$ cat src/hw/rtl/blhr_pkg.sv
// ----------------------------------------------------------------------------
// blhr_pkg
// Types, constants and helpers shared by the Bayer LCh highlight
// reconstruction block.
// ----------------------------------------------------------------------------
package blhr_pkg;

  localparam int SampleBits = 16;
  localparam int OutBits    = 16;

  // register indexes on the configuration port
  localparam int CfgIndexBits = 1;
  localparam logic [CfgIndexBits-1:0] REG_CLIP_LEVEL     = 1'd0;
  localparam logic [CfgIndexBits-1:0] REG_FILTER_PATTERN = 1'd1;

  localparam logic [15:0] ClipReset   = 16'd4096;
  localparam logic [31:0] FilterReset = 32'd2493825940;

  // colour codes of the filter word
  localparam logic [1:0] COL_RED    = 2'd0;
  localparam logic [1:0] COL_GREEN  = 2'd1;
  localparam logic [1:0] COL_BLUE   = 2'd2;
  localparam logic [1:0] COL_GREEN2 = 2'd3;

  // arithmetic widths
  localparam int RatioShift = 28;
  localparam int FracK      = 14;
  localparam int SqBits     = 35;                     // 3*a^2 + b^2
  localparam int DivBits    = SqBits + RatioShift;    // dividend and quotient
  localparam int RootBits   = 32;
  localparam int RadBits    = 2 * RootBits;
  localparam int MagBits    = 18;                     // |3X - S| and S
  localparam int ProdBits   = MagBits + RootBits;
  localparam int NumBits    = ProdBits + 1;
  localparam int QBits      = NumBits - FracK;

  localparam logic [RootBits-1:0] KOne      = RootBits'(1) << FracK;
  localparam logic [NumBits-1:0]  RoundBias = NumBits'(3) << (FracK - 1);
  localparam logic [QBits-1:0]    SatQ      = QBits'(3) << OutBits;
  localparam logic [17:0]         Recip3    = 18'd174763;   // ceil(2^19 / 3)
  localparam int                  Recip3Shift = 19;

  typedef struct packed {
    logic [SampleBits-1:0] top_left;
    logic [SampleBits-1:0] top_right;
    logic [SampleBits-1:0] bottom_left;
    logic [SampleBits-1:0] bottom_right;
    logic [2:0]            row_phase;
    logic                  col_phase;
    logic                  at_border;
  } in_t;

  typedef struct packed {
    logic [OutBits-1:0] pixel_out;
    logic               was_rebuilt;
  } out_t;

  // classified item handed from front to back
  typedef struct packed {
    logic                  scale;
    logic                  rebuilt;
    logic [OutBits-1:0]    value;
    logic [SampleBits-1:0] r;
    logic [SampleBits-1:0] gmax;
    logic [SampleBits-1:0] b;
    logic [SampleBits-1:0] ro;
    logic [SampleBits-1:0] go;
    logic [SampleBits-1:0] bo;
    logic [SampleBits-1:0] x;
  } job_t;

  // data that rides along the divider and root pipelines
  typedef struct packed {
    logic               scale;
    logic               dzero;
    logic               rebuilt;
    logic [OutBits-1:0] value;
    logic               neg;
    logic [MagBits-1:0] m;
    logic [MagBits-1:0] s;
  } side_t;

  function automatic logic [1:0] colour_at(input logic [31:0] filter,
                                           input logic [2:0] row,
                                           input logic col);
    logic [4:0] pos;
    pos = {row, col, 1'b0};
    return filter[pos +: 2];
  endfunction

  function automatic logic [15:0] min16(input logic [15:0] a, input logic [15:0] b);
    return (a < b) ? a : b;
  endfunction

endpackage

$ cat src/hw/rtl/blhr_front.sv
// ----------------------------------------------------------------------------
// blhr_front
// Sorts the 2x2 block into R, G and B, checks for clipping and decides
// between border clamp, pass-through, flat hue and full rescaling.
// ----------------------------------------------------------------------------
module blhr_front import blhr_pkg::*; (
  input  in_t         sample,
  input  logic [15:0] clip_level,
  input  logic [31:0] filter_pattern,
  output job_t        job
);

  logic [SampleBits-1:0] v [4];
  logic [SampleBits-1:0] r, b, gmin, gmax, x;
  logic                  have_g, clipped, flat;
  logic [1:0]            code, code0;
  logic [2:0]            row_i;
  logic                  col_i;

  always_comb begin
    v[0] = sample.top_left;
    v[1] = sample.top_right;
    v[2] = sample.bottom_left;
    v[3] = sample.bottom_right;
    r = '0;
    b = '0;
    gmin = '0;
    gmax = '0;
    have_g = 1'b0;
    clipped = 1'b0;
    row_i = '0;
    col_i = 1'b0;
    code = COL_RED;
    for (int i = 0; i < 4; i++) begin
      row_i = sample.row_phase + 3'(i >> 1);
      col_i = sample.col_phase ^ 1'(i & 1);
      code = colour_at(filter_pattern, row_i, col_i);
      if (v[i] > clip_level) begin
        clipped = 1'b1;
      end
      // later samples win for R and B; greens keep min and max
      case (code)
        COL_RED:  r = v[i];
        COL_BLUE: b = v[i];
        default: begin
          if (!have_g) begin
            gmin = v[i];
            gmax = v[i];
            have_g = 1'b1;
          end else begin
            if (v[i] < gmin) gmin = v[i];
            if (v[i] > gmax) gmax = v[i];
          end
        end
      endcase
    end
  end

  assign code0 = colour_at(filter_pattern, sample.row_phase, sample.col_phase);

  always_comb begin
    case (code0)
      COL_RED:  x = r;
      COL_BLUE: x = b;
      default:  x = gmax;
    endcase
  end

  assign flat = (r == gmax) || (gmax == b);

  always_comb begin
    job.r    = r;
    job.gmax = gmax;
    job.b    = b;
    job.ro   = min16(r, clip_level);
    job.go   = min16(gmin, clip_level);
    job.bo   = min16(b, clip_level);
    job.x    = x;
    if (sample.at_border) begin
      job.scale   = 1'b0;
      job.rebuilt = 1'b0;
      job.value   = min16(clip_level, sample.top_left);
    end else if (!clipped) begin
      job.scale   = 1'b0;
      job.rebuilt = 1'b0;
      job.value   = sample.top_left;
    end else begin
      job.scale   = !flat;
      job.rebuilt = 1'b1;
      job.value   = x;
    end
  end

endmodule

$ cat config.mk
export PLATFORM = sky130hd
export DESIGN_NAME = blhr_front
export DESIGN_NICKNAME = d
export VERILOG_FILES = /design/src/hw/rtl/blhr_pkg.sv /design/src/hw/rtl/blhr_front.sv
export SDC_FILE = /design/constraint.sdc
export NUM_CORES = 1
export LEC_CHECK = 0
export ABC_AREA = 1
export BUFFER_PORTS_ARGS = -buffer_cell sky130_fd_sc_hd__clkbuf_2
export CAP_MARGIN = 20
export CORE_ASPECT_RATIO = 0.75
export CORE_MARGIN = 5
export CORE_UTILIZATION = 55
export DETAILED_ROUTE_END_ITERATION = 10
export PLACE_DENSITY = 0.84
export SLEW_MARGIN = 0
export SYNTH_ARGS = -nofsm -noshare
export SYNTH_HDL_FRONTEND = slang
export SYNTH_SLANG_ARGS = --single-unit
$ cat constraint.sdc
create_clock -name vclk -period 13.85
set_input_delay 2.77 -clock vclk [all_inputs]
set_output_delay 2.77 -clock vclk [all_outputs]
set_load 0.005 [all_outputs]
# Word-level counts from Yosys, hierarchy flattened
# Index checks and enable logic that the tools add are counted.
[classes]
n_addsub = 1
n_lt_le_gt_ge = 14
n_eq_ne = 6
shifts = 4
n_mux = 41
bitwise_logic = 1
reduce_logical = 10
[op_table]
columns = ["cell", "n"]
rows = [
  ["$mux 16", 31],
  ["$shiftx 32x6->2", 4],
  ["$gt 16x16->1", 7],
  ["$lt 16x16->1", 7],
  ["$mux 18", 2],
  ["$eq 16x16->1", 2],
  ["$pmux 16 s2", 1],
  ["$eq 2x2->1 const B", 4],
  ["$logic_not 2->1", 4],
  ["$reduce_or 2->1", 4],
  ["$mux 1", 7],
  ["$add 3x1->3 const B", 1],
  ["$logic_not 1->1", 1],
  ["$logic_or 1x1->1", 1],
  ["$not 1->1", 1],
]
[totals]
ff_bits = 0
input_bits = 117
output_inout_bits = 130
word_cells = 77

# Longest topological paths before layout
[logic_depth]
depth_word = 21
mapped_depth = 64
mapped_depth_nobuf = 57

# Least setup slack after synthesis
# No wires, ideal clock.
[synth_path]
kind = "input to output"
startpoint = "input port sample[1] in the netlist's numbering"
endpoint = "output port job[129] in the netlist's numbering"
arrival_time_ns = 9.713
t_required_ns = 11.080
slack_ns = 1.367
path_stages = 56
n_path_buf = 6
cell_sequence = "buf_6 -> inv_2 -> buf_6 -> nand2_1 -> nand3_1 -> nand3_1 -> nand2_1 -> nand2_1 -> nand2_2 -> clkbuf_1 -> nand2_1 -> ha_1 -> nand2_1 -> inv_1 -> nand3_1 -> inv_1 -> nand2_1 -> nand2_1 -> [20 not listed] -> nand2_1 -> inv_1 -> a221oi_1 -> o221ai_1 -> a221oi_1 -> o21ai_0 -> nand2_1 -> nand2_1 -> nand2_1 -> clkbuf_1 -> nor2_1 -> a21oi_1 -> xor2_1 -> nand3_1 -> nor4_1 -> nand2_1 -> nand2_1 -> a41oi_1"
[synth_rtl]
columns = ["element", "line", "source"]
rows = [
  ["start: declaration", "blhr_front.sv:7", "input in_t sample,"],
  ["end: declaration", "blhr_front.sv:10", "output job_t job"],
]

==> impl_metrics.json <==
{
  "status": "complete, no violations",
  "post-dp-hpwl_mm": 36.2,
  "hold_viol_final": 0,
  "detail_route.first_pass.iterations": 6,
  "max_freq_mhz": 73.4,
  "port_buffers": 247,
  "synth_top_cells_by_area": "ha_1 25%, nand2_1 14%, o21ai_0 11%",
  "flops_and_latches": 0,
  "totalWireLength_mm": 44.2,
  "wire_per_inst_um": 21.3,
  "regArea_um2": 0,
  "max_cap_viol_count": 0,
  "critical_path.slowest_cell": "o21ai_0",
  "design.final.nets": 2169,
  "p_switching_uw": 847,
  "drive_gt1_frac": 0.198,
  "vias_per_cell": 6.42,
  "setup_viol_count_final": 0,
  "vdd_drop_max_uv": 113,
  "detail_route.drc_violations": 0,
  "timing.max_slew.rel_slack": 0.329,
  "part_of_the_yosys_area_used_for_sequential_elements": 0,
  "netlist.area_leader.share": 0.252,
  "portion_of_total_power_attributed_to_combinational_logic": 1.000,
  "p_clk_frac": 0,
  "critical_path_peak_fanout": 18,
  "end_of_flow_core_utilization": 0.669,
  "detailedRoute.firstIterationViolations": 2120,
  "critPathMostFrequentCell": "nand2_1",
  "antenna_cells_inserted": 0,
  "timing.setup.critical_path_class": "in2out",
  "grt.overflow.total": 0,
  "end_kind": "output port",
  "avgSynthCellArea_um2": 5.77,
  "cellPowerDensity_nw_per_um2": 121,
  "via_total_after_detailed_routing": 13334,
  "sequentialPowerShare": 0,
  "power.internal_uw": 508,
  "mappedNetlistNets": 1911,
  "number_of_distinct_standard_cells_referenced_by_the_synthesized_netlist": 50,
  "postCtsHoldBufs": 0,
  "tightestPinTransition_ns": 1.01,
  "commonest_cells_after_routing_fill_and_taps_aside": "350 x nand2_1, 247 x clkbuf_2, 201 x o21ai_0",
  "timing.final.crit_period_ns": 13.63,
  "timing.hold.worst.class": "in2out",
  "area.growth.synth_to_final_pct": 20.3,
  "worst-endpoint-arrival_ns": 10.86,
  "final_max_slew_viol_count": 0,
  "mappedNetlistArea_um2": 9270,
  "die_width_um": 160,
  "overall_die_area_um2": 19600,
  "critical-path-max-stage-delay_ns": 0.63,
  "grt_first_pass_wirelength_mm": 66.2,
  "final_antenna_net_count": 0,
  "antenna_found_initial": 2,
  "dpl_worst_slack_ns": 0.279,
  "rsz_0062_raised_after_global_routing": "true",
  "syn_inst": 1607,
  "required_ns": 11.08,
  "ys.warnings.count": 0,
  "clkbuf_count": 0,
  "grt.total_usage": 0.419,
  "die_h_um": 122,
  "globalplace.congestion": 1.04,
  "design.portCount": 247,
  "yosys.area.top_type": "ha_1",
  "fp.coreArea_um2": 16700,
  "final.setup.worst_slack_ns": 0.221,
  "startpoint_type": "primary input",
  "switching_share": 0.625,
  "timing.final.crit_share": 0.984,
  "vias_in_the_first_global_route": 11882,
  "layout.cells.most_common": "nand2_1",
  "total_number_of_placement_rows": 41,
  "grt_start_max_net_pins": 34,
  "leakage_uw": 0.00615,
  "floorplan.initialDensity": 0.556
}
cell families after synthesis:
kind of cell    share of synthesized area
compound gates                      0.317
xor+xnor                           0.0208
fa+ha+maj                           0.252
buf+inv                             0.118
mux                                0.0119
simple gates                        0.280
worst max-delay path, delay by kind of cell:
kind | cells | cell delay, ns
AND/OR/NAND/NOR | 27 | 2.67
AO/OA/AOI/OAI | 13 | 2.45
adder cells (fa/ha/maj) | 3 | 1.00
buffers and inverters | 13 | 1.96
routing by layer:
| metal | track usage | routed length [µm] |
|---|---|---|
| met5 | 0 | 26 |
| met4 | 0.157 | 2100 |
| met1 | 0.579 | 17600 |
| met2 | 0.611 | 17300 |
| met3 | 0.128 | 7210 |
layout make-up:
class	count	area, µm²
well taps	215	269
fillers	1594	5510
inverters	202	763
repair buffers	329	1880
multi-input cells	1332	8240
Yosys cell counts, types with 9 or more instances:
master	n
nand2_1	350
o21ai_0	209
inv_1	197
ha_1	187
a21oi_1	133
nand3_1	114
nor2_1	96
clkbuf_1	54
o211ai_1	51
o221ai_1	21
xor2_1	21
o21ai_1	17
nand4_1	16
a22oi_1	14
mux2i_1	11
nand2_2	10
a32oi_1	9
power groups by stage:
stage	sequential [µW]	clock [µW]	combinational, µW
after floorplan	0	0	713
after global placement	0	0	1260
after detailed placement	0	0	1280
after CTS	0	0	1280
after global routing	0	0	1460
final	0	0	1350
final timing paths:
kind	from	end	slack (ns)	cells after the start
max	sample[1]	job[129]	0.22	56
min	clip_level[11]	job[43]	5.92	4
repair_timing:
item	CTS	global route
setup endpoints to repair	0	47
setup buffers	0	1
gates resized for setup	0	20
per-stage QoR:
| step | hold slack [ns] | power, µW | area (µm²) | setup TNS [ns] | cells |
|---|---|---|---|---|---|
| 6_report | 5.92 | 1350 | 11200 | 0 | 2078 |
| 5_1_grt | 5.94 | 1460 | 11200 | -0.500 | 2078 |
| 4_1_cts | 5.91 | 1280 | 11100 | 0 | 2076 |
| 3_5_place_dp | 5.91 | 1280 | 11100 | 0 | 2076 |
| 3_3_place_gp | 5.90 | 1260 | 11100 | 0 | 2076 |
| 2_1_floorplan | 5.58 | 713 | 9270 | 0 | 1607 |
Note: power is estimated with default switching activity, not from simulation.
