File: src/hw/rtl/blhr_fifo.sv
// ----------------------------------------------------------------------------
// blhr_fifo
// Small register queue with push/full and pop/empty.
// ----------------------------------------------------------------------------
module blhr_fifo #(
  parameter int WIDTH = 8,
  parameter int DEPTH = 4
) (
  input  logic             clk,
  input  logic             rst,
  input  logic             push,
  input  logic [WIDTH-1:0] din,
  output logic             full,
  input  logic             pop,
  output logic [WIDTH-1:0] dout,
  output logic             empty
);

  localparam int PtrW = (DEPTH > 1) ? $clog2(DEPTH) : 1;
  localparam int CntW = $clog2(DEPTH + 1);

  logic [WIDTH-1:0] mem [DEPTH];
  logic [PtrW-1:0]  wr_ptr;
  logic [PtrW-1:0]  rd_ptr;
  logic [CntW-1:0]  count;
  logic             do_push;
  logic             do_pop;

  assign do_push = push && !full;
  assign do_pop  = pop && !empty;
  assign full    = (count == CntW'(DEPTH));
  assign empty   = (count == '0);
  assign dout    = mem[rd_ptr];

  always_ff @(posedge clk) begin
    if (rst) begin
      wr_ptr <= '0;
      rd_ptr <= '0;
      count  <= '0;
    end else begin
      if (do_push) begin
        wr_ptr <= (wr_ptr == PtrW'(DEPTH - 1)) ? '0 : wr_ptr + 1'b1;
      end
      if (do_pop) begin
        rd_ptr <= (rd_ptr == PtrW'(DEPTH - 1)) ? '0 : rd_ptr + 1'b1;
      end
      if (do_push && !do_pop) begin
        count <= count + 1'b1;
      end else if (do_pop && !do_push) begin
        count <= count - 1'b1;
      end
    end
  end

  always_ff @(posedge clk) begin
    if (do_push) begin
      mem[wr_ptr] <= din;
    end
  end

endmodule

File: config.mk
export PLATFORM = sky130hd
export DESIGN_NAME = blhr_fifo
export DESIGN_NICKNAME = d
export VERILOG_FILES = /design/src/hw/rtl/blhr_fifo.sv
export SDC_FILE = /design/constraint.sdc
export NUM_CORES = 1
export LEC_CHECK = 0
export BUFFER_PORTS_ARGS = -buffer_cell sky130_fd_sc_hd__buf_2
export CAP_MARGIN = 20
export CORE_ASPECT_RATIO = 0.5
export CORE_UTILIZATION = 25
export DETAILED_ROUTE_END_ITERATION = 16
export GPL_TIMING_DRIVEN = 0
export PLACE_DENSITY = 0.38
export SYNTH_ARGS = -nofsm -noshare
export SYNTH_HDL_FRONTEND = slang
export SYNTH_SLANG_ARGS = --single-unit
File: constraint.sdc
create_clock -name clk -period 2.9 [get_ports clk]
set_input_delay 0.29 -clock clk [delete_from_list [all_inputs] [get_ports clk]]
set_output_delay 0.29 -clock clk [all_outputs]
set_load 0.02 [all_outputs]
After elaboration in Yosys (flattened, before gate mapping)
Memory sizes are Yosys's and may differ from the RTL's. A register that Yosys moved wholly into a read port is not among the register bits.
Cells that the tools add are included.
{"block": "classes", "addsub": 4, "mux": 8, "n_reduce_logical": 10, "n_eq_ne": 3}
{"op": "$mux 2", "count": 4}
{"op": "$mux 3", "count": 2}
{"op": "$add 2x1->2 const B", "count": 2}
{"op": "$eq 2x2->1 const B", "count": 2}
{"op": "$logic_and 1x1->1", "count": 4}
{"op": "$logic_not 1->1", "count": 4}
{"op": "$add 3x1->3 const B", "count": 1}
{"op": "$eq 3x3->1 const B", "count": 1}
{"op": "$logic_not 3->1", "count": 1}
{"op": "$sub 3x1->3 const B", "count": 1}
{"op": "$mux 1", "count": 2}
{"op": "$reduce_bool 2->1", "count": 1}
{"block": "totals", "ff_bits": 7, "ramBits": 32, "mem_count": 1, "elab_cells": 29, "out_inout_bits": 10, "in_bits": 12}
{"name": "mem", "words": 4, "word_bits": 8, "read_ports": 1, "rd_clocked_by_memory_dff": 1, "wr": 1, "line_no": "22", "source": "logic [WIDTH-1:0] mem [DEPTH];"}

Depth between registers and ports, before layout
Gate-level depths: netlist of run 1.
{"block": "logic_depth", "word_depth": 7, "depth_mapped": 10, "ltp_nobuf": 9}

Worst setup path before layout of run 1
No wires, ideal clock.
{"block": "synth_timing", "path_kind": "reg-to-reg", "start": "reg count[0]", "end": "reg count[2]", "setup_ns": 0.070, "period_less_slack_ns": 2.194, "path_buffers": 1, "required_time_ns": 2.830, "path_stages_with_launch": 11, "arrival_ns": 2.124, "setup_slack_ns": 0.706, "path_cell_list": "dfxtp_1 -> or3b_1 -> buf_6 -> clkinv_4 -> nor2_2 -> ha_1 -> inv_1 -> fa_1 -> xor2_1 -> or3_2 -> a21oi_1"}
{"block": "synth_via", "elab_chain_len": 6, "elab_cells_between_ends": 15, "cone_classes": "2 x add/sub; 1 x eq/ne; 2 x mux; 10 x reduce/logical"}
{"element": "start, declared", "line_no": "25", "source": "logic [CntW-1:0] count;"}
{"element": "start signal, assigned", "line_no": "48", "source": "count <= count + 1'b1;"}
{"element": "start signal, assigned", "line_no": "50", "source": "count <= count - 1'b1;"}
{"element": "$eq 3x3->1 *", "line_no": "31", "source": "assign full = (count == CntW'(DEPTH));"}
{"element": "net full", "line_no": "13", "source": "output logic full,"}
{"element": "$logic_not 1->1 *", "line_no": "29", "source": "assign do_push = push && !full;"}
{"element": "$logic_and 1x1->1 *", "line_no": "29"}
{"element": "net do_push", "line_no": "26", "source": "logic do_push;"}
{"element": "$logic_not 1->1", "line_no": "49", "source": "end else if (do_pop && !do_push) begin"}
{"element": "$logic_and 1x1->1", "line_no": "49"}
{"element": "$reduce_bool 2->1 (no line)"}
Mark *: on every way through the listed nets, which the timed path passes. The rest lies on a longest branch. The select of a mux whose other input is x is not followed.
A chain may end at the register's enable or synchronous reset.

Worst setup path after layout of run 1
{"block": "layout_timing", "start": "reg count[0]", "end": "reg count[2]"}
{"block": "layout_via", "elab_chain_len": 6, "elab_cells_between_ends": 15, "cone_classes": "2 x add/sub; 1 x eq/ne; 2 x mux; 10 x reduce/logical"}
{"element": "$eq 3x3->1 *", "line_no": "31"}
{"element": "$logic_not 1->1 *", "line_no": "29"}
{"element": "$logic_and 1x1->1 *", "line_no": "29"}
{"element": "net do_push", "line_no": "26"}
{"element": "$logic_not 1->1", "line_no": "49"}
{"element": "$logic_and 1x1->1", "line_no": "49"}
{"element": "$reduce_bool 2->1 (no line)"}
Marked as above.

==> results of run 1 <==
-- flip-flops by register name (all words and copies together) (netlist names), named ones only --
register and flops:
mem 32, count 3, rd_ptr 2, wr_ptr 2
-- cells by family (layout without fill, tap and decap cells) --
family / Yosys count / after routing / share of synthesized area (%)
compound gates: 7 / 7 / 3.04
xor+xnor: 2 / 2 / 1.06
fa+ha+maj: 7 / 7 / 5.78
buf+inv: 9 / 36 / 2.89
flops: 41 / 41 / 69.4
mux: 10 / 10 / 12.2
simple gates: 16 / 16 / 5.70
-- cells in the final DEF (no fill, tap or decap), drive strengths merged --
cell      instances
edfxtp           32
buf              23
dfxtp             9
mux4              8
ha                6
clkbuf            6
inv               4
and3              4
nor2              4
a21oi             3
nor3              2
o31ai             2
xor2              2
nand3             2
mux2i             2
clkinv            2
or3               2
o21ai             2
or3b              1
nand2             1
fa                1
clkinvlp          1
-- area by class of cell --
type,instances,area (sq um),share of cell area [%]
plain buffers,4,23.8,1.19
clock buffers,5,125,6.28
clock inverters,2,11.3,0.565
inverters,5,23.8,1.19
multi-input cells,42,457,22.9
flip-flops and latches,41,1140,57.3
well taps,88,110,5.53
repair buffers,20,100,5.03
-- path summary, 6_finish.rpt --
| kind | end | startpoint | cells past startpoint |
|---|---|---|---|
| worst max register to register | count[2] | count[0] | 10 |
| worst min register to register | rd_ptr[0] | rd_ptr[0] | 2 |
| worst min-delay path | mem[3][0] | din[0] | 1 |
| worst max-delay path | count[2] | count[0] | 10 |
-- critical path: stages, from the launching register on --
cell and delay [ps]:
dfxtp_1 440, or3b_1 160, buf_6 130, clkinv_4 50
nor2_2 130, ha_1 200, inv_1 60, fa_1 370
xor2_1 150, or3_2 400, a21oi_1 140
-- power by group through the flow --
stage	logic [uW]	registers (uW)	clock network [uW]
after detailed placement	465	774	0
after CTS	465	762	529
after global routing	508	770	549
after floorplan	345	761	0
after global placement	465	773	0
final	453	760	509
-- synth_stat cells, drive strengths merged (2+ instances only) --
cell    number
o21ai        2
ha           6
a21oi        3
edfxtp      32
and3         4
or3          2
xor2         2
inv          4
o31ai        2
buf          3
nor2         4
mux2i        2
dfxtp        9
nor3         2
nand3        2
mux4         8
-- metrics by stage --
stage	power (uW)	instances	worst slack (ps)	hold WS, ps
floorplan	1110	92	706	389
global placement	1240	200	574	483
detailed placement	1240	200	570	499
CTS	1760	207	554	224
global route	1830	207	434	230
finish	1720	207	590	231
-- routing by layer --
metal | up-vias | global-route usage (%) | part of all wire, %
met5 | - | 0 | 0
met4 | 0 | 4.88 | 1.9
met3 | 5 | 3.17 | 3.7
met2 | 15 | 13.9 | 45
met1 | 419 | 12.7 | 49
li1 | 403 | - | -
==> flow_summary.ini, run 1 <==
[yosys]
synth_top_cell_by_area = edfxtp_1
synth_enable_flop_cells = 32
synth_flop_cell = edfxtp_1
syn-cell-area_sq_um = 1650
avgSynthCellArea_sq_um = 17.9
async_flop_share_pct = 0
ys_seq_area_share_pct = 69.4
ys_ff_latch = 41
ys.warnings.count = 0
synth.area.top_cells = edfxtp_1 58%, dfxtp_1 11%, mux4_2 11%, ha_1 4.6%, and3_2 1.8%
mappedNetlistNets = 111
syn-instance-count = 92
yosys.cell_types.count = 26
synth_top_cell_area_share_pct = 58.4

[worst_setup_path]
cp-start-kind = flip-flop
crit_type = flip-flop to flip-flop
crit_arrival_ps = 2520
worstSetupEndpointType = flip-flop
r2r_slack_ps = 590
critPathMaxFanout = 7
cp.required_ps = 3110

[power]
p_switching_uw = 494
irDropWorstVdd_mv = 0.236
p_int_uw = 1230
p_leak_uw = 0.000719
p_clk_share_pct = 29.6
switching_share_pct = 28.7
power.density_nw_per_um2 = 864
p_seq_share_pct = 44.1
combinationalPowerShare_pct = 26.3

[cells_and_area]
post-route-util_pct = 32.1
nNetsFinal = 138
stdcell_area_sq_um = 1990
antennaDiodeCount = 0
areaGrowthSynthToFinish_pct = 21.1
drive_gt1_share_pct = 37.8
fillers = 638

[sta]
slew_violations = 0
clock.fmax_mhz = 433
fin_skew_ps = 4.53
period_share_pct = 79.7
finalSetupTns_ps = 0
max_slew_margin_pct = 66.9
tightest_slew_ps = 496
min_period_ps = 2310
rsz0062_at_grt = no
setup_viol = 0
hold_viol_final = 0

[floorplan]
ios = 22
die_h_microns = 59.4
dieWidth_microns = 117
core_area_sq_um = 6210
row_count = 20
dieArea_sq_um = 6930
initial_utilization_pct = 26.5

[clock_tree]
clk_path_buf_depth = 2
cts_setup_buffers = 0
cts_resized = 0
cts_tree = done
cts_max_level = 2
cts.sinks = 41
cts_made_buffers = 5
clk_latency_ps = 280
clk_pin_slew_ps = 50
holdBufCountCts = 0
clockRootBuffer = clkbuf_16

[detailed_routing]
route.detailed.drc = 0
viasPerCell = 4.07
first_pass_iters = 4
drt_iter0_drc = 35
wl_per_cell_microns = 13.3
vias = 842
ant_nets = 0
routed_wl_microns = 2760

[min_path]
hold_class = input pin to flip-flop

[global_routing]
overflow = 0
grt_pass1_wl_microns = 4530
antenna_found_initial = 0
grtUsageTotal_pct = 9.51
grt_max_degree = 13
first_global_vias = 862

[run_status]
status = finished clean

[placement]
placed_area_sq_um = 1860
gp_congestion = 0.645
dp_hpwl_microns = 1870
io_buffers = 20

[run]
maxCapViolCount = 0
Note: power is estimated with default switching activity, not from simulation.
==> run 2, diff against run 1 <==
- clock period: 2.9 -> 2.38 ns (I/O delays scaled with it)
==> run 2 against run 1 <==
  * Clock skew about the same
  * Highest routed layer unchanged
  * Worst hold slack got worse by 52 ps
  * Non-clock buffer count unchanged
  * Cell count unchanged
  * Power increased by 23%
  * Largest cell class unchanged
  * Cell area increased by 0.94%
==> flow_summary.ini, run 2 (same netlist as run 1, synthesis figures left out) <==
[clock_tree]
clockRootBuffer = clkbuf_16
clk_pin_slew_ps = 50
cts_tree = done
clk_path_buf_depth = 2
cts_made_buffers = 5
cts_max_level = 2
holdBufCountCts = 0
cts.sinks = 41
clk_latency_ps = 280

[power]
power.density_nw_per_um2 = 1050
design_power_total_uw = 2110
irDropWorstVdd_mv = 0.288
p_leak_uw = 0.000721

[sta]
min_period_ps = 2230
clock.fmax_mhz = 449
slew_violations = 0
setup_viol = 0
period_share_pct = 93.6
finalSetupTns_ps = 0
hold_viol_final = 0
rsz0062_at_grt = no
fin_skew_ps = 4.97
max_slew_margin_pct = 66.9
tightest_slew_ps = 496

[detailed_routing]
ant_nets = 0
drt_iter0_drc = 28
viasPerCell = 4.05
vias = 839
first_pass_iters = 4
wl_per_cell_microns = 13.4
route.detailed.drc = 0
routed_wl_microns = 2770

[placement]
gp_congestion = 0.645
placed_area_sq_um = 1860
dp_hpwl_microns = 1870
io_buffers = 20

[global_routing]
grt_max_degree = 13
met2_usage_pct = 13.9
grtUsageTotal_pct = 9.51
antenna_found_initial = 0
overflow = 0
use_met1_pct = 12.7
first_global_vias = 862
grt_busiest_layer = met2
grt_pass1_wl_microns = 4530
grt_use_met3_pct = 3.17

[cells_and_area]
antennaDiodeCount = 0
post-route-util_pct = 32.4
top_regs = mem (32), count (3)
fillers = 637
multi_input_area_sq_um = 473
largest_register_ffs = 32
nNetsFinal = 138
largest_register = mem
drive_gt1_share_pct = 40.3
regArea_sq_um = 1140
areaGrowthSynthToFinish_pct = 22.2
final_cell_mix = 32 x edfxtp_1, 21 x buf_2, 8 x mux4_2
stdcell_area_sq_um = 2010
layout_commonest_cell = edfxtp_1

[floorplan]
die_h_microns = 59.4
row_count = 20
ios = 22
initial_utilization_pct = 26.5
core_area_sq_um = 6210
dieWidth_microns = 117
dieArea_sq_um = 6930

[run_status]
status = finished clean

[worst_setup_path]
cp.required_ps = 2590
critPathMaxFanout = 7
cp-start-kind = flip-flop
crit_arrival_ps = 2430
worstSetupEndpointType = flip-flop
crit_type = flip-flop to flip-flop

[min_path]
hold_class = input pin to flip-flop

[run]
maxCapViolCount = 0
run 2: stage by stage:
stage	cells	worst slack, ps	hold slack, ps
floorplan	92	186	337
global placement	200	54.3	460
detailed placement	200	50.1	462
CTS	207	34.0	172
global route	207	9.67	178
finish	207	153	179
run 2: timing repair:
item                       4_1_cts  5_1_grt
setup endpoints to repair        0        1
setup buffers                    0        0
hold endpoints to repair         0        0
resized for setup                0        5
run 2: final timing paths:
kind / start / end / depth (start not counted) / slack (ps)
hold reg to reg: rd_ptr[0] / rd_ptr[0] / 2 / 500
setup reg to reg: count[2] / count[2] / 10 / 150
hold / removal: din[0] / mem[3][0] / 1 / 180
setup / recovery: count[2] / count[2] / 10 / 150
run 2: power breakdown:
part / leakage (uW) / total (uW) / switching (uW) / internal [uW]
Combinational: 0.000289 / 561 / 310 / 252
Sequential: 0.000368 / 934 / 56.7 / 877
Clock: 0.0000633 / 620 / 242 / 378
Total: 0.000721 / 2110 / 608 / 1510
run 2: cell type report:
cell class	instances	share of cell area [%]
inverters	5	1.18
multi-input cells	42	23.5
plain buffers	4	1.18
flip-flops and latches	41	56.9
well taps	88	5.48
clock buffers	5	6.22
clock inverters	2	0.560
repair buffers	20	4.98
run 2: worst max-delay path, cell delays in order, from the launching register on:
cell and delay [ps]:
dfxtp_1 360, or3b_1 200, buf_6 130, clkinv_4 60
nor2_4 100, ha_2 200, inv_1 50, fa_1 370
xor2_1 150, or3_2 400, a21oi_1 140
run 2: metal layers:
metal	wire, microns	share of wire, %	vias up
met5	0	0	-
met4	53	1.9	0
met3	103	3.7	5
met2	1260	46	15
met1	1350	49	414
li1	-	-	405
